### config.mk
export PLATFORM = sky130hd
export DESIGN_NAME = kect_ctrl
export DESIGN_NICKNAME = d
export VERILOG_FILES = /design/src/hw/rtl/kect_pkg.sv /design/src/hw/rtl/kect_ctrl.sv
export SDC_FILE = /design/constraint.sdc
export NUM_CORES = 1
export LEC_CHECK = 0
export ABC_AREA = 1
export BUFFER_PORTS_ARGS = -buffer_cell sky130_fd_sc_hd__buf_2
export CAP_MARGIN = 30
export CORE_AREA = 2 2 39 41
export DETAILED_ROUTE_END_ITERATION = 12
export DIE_AREA = 0 0 41 43
export REMOVE_ABC_BUFFERS = 1
export SYNTH_ARGS = -nofsm -noshare
export SYNTH_HDL_FRONTEND = slang
export SYNTH_SLANG_ARGS = --single-unit
### constraint.sdc
create_clock -name i_clk -period 1 [get_ports i_clk]
set_input_delay 0 -clock i_clk [delete_from_list [all_inputs] [get_ports i_clk]]
set_output_delay 0 -clock i_clk [all_outputs]
set_load 0.005 [all_outputs]
### src/hw/rtl/kect_pkg.sv
package kect_pkg;

    localparam int NumSlotsDef = 32;
    localparam int MaxOut      = 32;
    localparam int LimW        = 6;
    localparam logic [31:0] CountMax = 32'hFFFF_FFFF;

    localparam logic [1:0] OpRecord = 2'd0;
    localparam logic [1:0] OpDump   = 2'd1;
    localparam logic [1:0] OpClear  = 2'd2;

    typedef struct packed {
        logic [1:0]      operation;
        logic [15:0]     in_cluster;
        logic [15:0]     in_attr_or_cmd;
        logic            in_specific;
        logic [63:0]     in_device_address;
        logic [31:0]     in_time_s;
        logic [LimW-1:0] dump_limit;
    } t_in_req;

    typedef struct packed {
        logic [15:0] out_cluster;
        logic [15:0] out_attr_or_cmd;
        logic        out_specific;
        logic [31:0] out_count;
        logic [31:0] out_last_seen_s;
        logic [63:0] out_last_device;
        logic        last_of_run;
    } t_out_rsp;

    typedef struct packed {
        logic [15:0] cluster;
        logic [15:0] attr_id;
        logic        specific;
        logic [31:0] count;
        logic [31:0] last_seen;
        logic [63:0] device;
    } t_entry;

    typedef struct packed {
        logic load;
        logic clear_valid;
        logic idx_clr;
        logic rec_eval;
        logic rec_write;
        logic gather;
        logic pass_init;
        logic srt_eval;
        logic rd_sel_best;
        logic out_load;
    } t_cmd;

    typedef struct packed {
        logic idx_last;
        logic left_zero;
    } t_sts;

endpackage

### src/hw/rtl/kect_ctrl.sv
module kect_ctrl (
    input  logic                i_clk,
    input  logic                i_rst_n,
    input  logic                i_valid,
    input  logic [1:0]          i_op,
    input  logic                i_out_stall,
    input  kect_pkg::t_sts      i_sts,
    output kect_pkg::t_cmd      o_cmd,
    output logic                o_busy,
    output logic                o_out_valid
);
    import kect_pkg::*;

    localparam logic [3:0] StIdle  = 4'd0;
    localparam logic [3:0] StRecRd = 4'd1;
    localparam logic [3:0] StRecEv = 4'd2;
    localparam logic [3:0] StRecWr = 4'd3;
    localparam logic [3:0] StGath  = 4'd4;
    localparam logic [3:0] StPass  = 4'd5;
    localparam logic [3:0] StSrtRd = 4'd6;
    localparam logic [3:0] StSrtEv = 4'd7;
    localparam logic [3:0] StOutRd = 4'd8;
    localparam logic [3:0] StOutLd = 4'd9;
    localparam logic [3:0] StOut   = 4'd10;

    logic [3:0] r_state;
    logic [3:0] n_state;

    always_comb begin
        n_state = r_state;
        o_cmd   = '0;
        case (r_state)
            StIdle: begin
                if (i_valid) begin
                    o_cmd.load = 1'b1;
                    case (i_op)
                        OpRecord: begin
                            o_cmd.idx_clr = 1'b1;
                            n_state = StRecRd;
                        end
                        OpDump: begin
                            o_cmd.idx_clr = 1'b1;
                            n_state = StGath;
                        end
                        OpClear: o_cmd.clear_valid = 1'b1;
                        default: ;
                    endcase
                end
            end
            StRecRd: n_state = StRecEv;
            StRecEv: begin
                o_cmd.rec_eval = 1'b1;
                n_state = i_sts.idx_last ? StRecWr : StRecRd;
            end
            StRecWr: begin
                o_cmd.rec_write = 1'b1;
                n_state = StIdle;
            end
            StGath: begin
                o_cmd.gather = 1'b1;
                if (i_sts.idx_last) begin
                    n_state = StPass;
                end
            end
            StPass: begin
                if (i_sts.left_zero) begin
                    n_state = StIdle;
                end else begin
                    o_cmd.pass_init = 1'b1;
                    n_state = StSrtRd;
                end
            end
            StSrtRd: n_state = StSrtEv;
            StSrtEv: begin
                o_cmd.srt_eval = 1'b1;
                n_state = i_sts.idx_last ? StOutRd : StSrtRd;
            end
            StOutRd: begin
                o_cmd.rd_sel_best = 1'b1;
                n_state = StOutLd;
            end
            StOutLd: begin
                o_cmd.out_load = 1'b1;
                n_state = StOut;
            end
            StOut: begin
                if (!i_out_stall) begin
                    n_state = StPass;
                end
            end
            default: n_state = StIdle;
        endcase
    end

    always_ff @(posedge i_clk) begin
        if (!i_rst_n) begin
            r_state <= StIdle;
        end else begin
            r_state <= n_state;
        end
    end

    assign o_busy      = (r_state != StIdle);
    assign o_out_valid = (r_state == StOut);

    a_out_busy: assert property (@(posedge i_clk) disable iff (!i_rst_n)
        o_out_valid |-> o_busy)
        else $error("result shown while idle");
    a_hold: assert property (@(posedge i_clk) disable iff (!i_rst_n)
        o_out_valid && i_out_stall |=> o_out_valid)
        else $error("result dropped under stall");
    a_pass: assert property (@(posedge i_clk) disable iff (!i_rst_n)
        o_cmd.out_load |=> o_out_valid)
        else $error("loaded result not shown");

endmodule

==> flow_summary.ini <==
[drt]
postRouteAntennaNets = 0
wl_met2_um = 720
post-route-drc-count = 0
drtIter0Drc = 9
highest_layer = met4
routed_wl_um = 1350
wl_per_cell_um = 10.7
via_per_inst = 4.50
wirelength_met1_um = 545
vias = 567
route.met3.wl_um = 46
firstDrtPassIters = 4

[critical_path]
rrSetupSlack_ns = -0.16
endpoint = o_cmd[8]
arrival_ns = 1.21
path_class = register to output port
critPathMaxFanout = 4
startpoint = r_state[0]$_SDFFE_PN0P_
r2r.worst_path.cells = 9
end_kind = output port
r2r-start = r_state[0]$_SDFFE_PN0P_
rr_endpoint = r_state[2]$_SDFFE_PN0P_
cp.required_ns = 1.00
startpoint_type = register

[grt]
grt_pass1_wl_um = 1990
grt_pass1_vias = 506
antenna_found_initial = 0
overflow = 0
grt_usage = 0.170
grt_max_degree = 6

[timing]
worst_slew_pin_slew_ns = 0.197
fin_worst_hold_slack_ns = 0.0730
hold_viol = 0
fin_crit_ns = 1.21
rsz0062_at_grt = true
setup_viol = 16
worst_slack_ns = -0.212
fin_worst_skew_ns = 0.00842
fin_crit_sh = 1.21
max_freq_ghz = 0.825
slew_headroom = 0.868
drv_slew = 0

[die]
start_util = 0.278
die_y_um = 43
dieWidth_um = 41
core_area_um2 = 1380
ios = 20
die_area_um2 = 1760
core.rowCount = 14

[yosys]
synth.top_cell.area_share = 0.208
yosysWarnings = 0
synthTopCellsByArea = dfxtp_1 (21%), nand2_1 (19%), nor2_1 (19%)
synth_cell_types = 15
synth.ff_latch_count = 4
synth-edff-count = 0
avgSynthCellArea_um2 = 5.07
synth_seq_area_share = 0.208
synthCells = 76
synth_ff_type = dfxtp_1
async_reset_ff_frac = 0
yosysMostFrequentCell = nand2_1
synth_area_um2 = 385
yosysTopAreaCell = dfxtp_1
synth.top_cells.by_count = nand2_1 (20), nor2_1 (19), inv_1 (16)

[cells_and_area]
area_delta_synth_final_pct = 94.8
drive_above_1_share = 0.609
final_core_util = 0.542
diodes = 0
fill_cells = 128
reg.largest.list = r_state x4
final_area_um2 = 751
largest_register_ffs = 4
nets = 120
largest-register = r_state
multi_input_area_um2 = 342
regArea_um2 = 92.6

[clock_network]
cts_buffers = 3
clkLatencyLatePin_ns = 0.25
cts_tree = yes
clockBufferDepth = 2
cts_root_buf = clkbuf_4
h-tree-depth = 1
cts_sinks = 4
clk_pin_slew_ns = 0.04

[power_and_ir_drop]
power.total_mw = 1.13
pwr_density_cell_nw_per_um2 = 1500
ir_drop_mv = 0.626
leakagePower_nw = 0.426

[place]
pre_cts_ws_ns = -0.214
place_area_um2 = 546
io_buffers = 19
place.gp.congestion = 0.783
hpwl_um = 882

[min_path]
min_path_type = input pin to register

[status]
violations = setup timing
outcome = complete, but fails checks

[flow_run]
maxCapViolations = 0
power by group:
part / switching [mW] / internal [mW] / total, mW
combinational: 0.371 / 0.314 / 0.685
clock: 0.0782 / 0.135 / 0.213
sequential: 0.0381 / 0.192 / 0.230
total: 0.487 / 0.642 / 1.13
metrics by stage:
stage | TNS, ns | instances
6_report | -1.67 | 126
5_1_grt | -2.55 | 126
4_1_cts | -1.94 | 125
3_5_place_dp | -0.991 | 117
3_3_place_gp | -0.801 | 117
2_1_floorplan | -0.0651 | 76
cell type report:
class	instances	area share
timing repair buffer	31	0.268
inverter	18	0.0967
sequential	4	0.123
tap	16	0.0267
multi-input combinational	54	0.455
clock buffer	3	0.0300
per-layer routing:
layer  up-vias  track usage
met5         -            0
met4         0        0.120
met3         4       0.0209
met2        17        0.266
met1       250        0.199
li1        296            -
worst max-delay path, cell delays in order (launching register included):
cell     delay (ns)
dfxtp_4        0.36
nor2_4         0.10
inv_2          0.06
nor2_4         0.10
inv_2          0.06
nor4_2         0.13
buf_2          0.15
worst min-delay path by stage:
stage / depth (start not counted) / start / endpoint / slack [ns]
floorplan: 1 / i_sts[0] / o_cmd[3] / 0.02
global placement: 3 / i_rst_n / r_state[3]$_SDFFE_PN0P_ / 0.21
detailed placement: 3 / i_rst_n / r_state[3]$_SDFFE_PN0P_ / 0.20
CTS: 4 / i_sts[1] / r_state[2]$_SDFFE_PN0P_ / 0.07
global route: 3 / i_out_stall / r_state[1]$_SDFFE_PN0P_ / 0.12
finish: 4 / i_sts[1] / r_state[2]$_SDFFE_PN0P_ / 0.07
layout by cell type, fill, tap and decap left out, types with 2 or more instances in the layout:
cell      Yosys  routed
a21oi_1       2       2
buf_2         0      18
buf_4         0       9
buf_6         0       3
clkbuf_4      0       3
dfxtp_4       0       3
inv_1        16      12
inv_2         2       4
inv_4         0       2
nand2_1      20      11
nand2_2       2       7
nand2_4       0       4
nor2_1       19      11
nor2_2        2       4
nor2_4        1       7
o21ai_1       0       2
cells by family (layout without fill, tap and decap cells):
kind of cell           after synthesis  after routing  synth area share
AO/OA/AOI/OAI                        6              6            0.0877
AND/OR/NAND/NOR                     48             48             0.529
buffers and inverters               18             52             0.175
flip-flops                           4              4             0.208
timing repair:
item	CTS	global route
pin swaps	8	12
hold buffers	1	0
setup endpoints to repair	14	16
endpoints found under the hold margin	1	0
gates resized for setup	28	20
setup buffers	4	2
No activity file was read; power rests on OpenSTA's default activity.
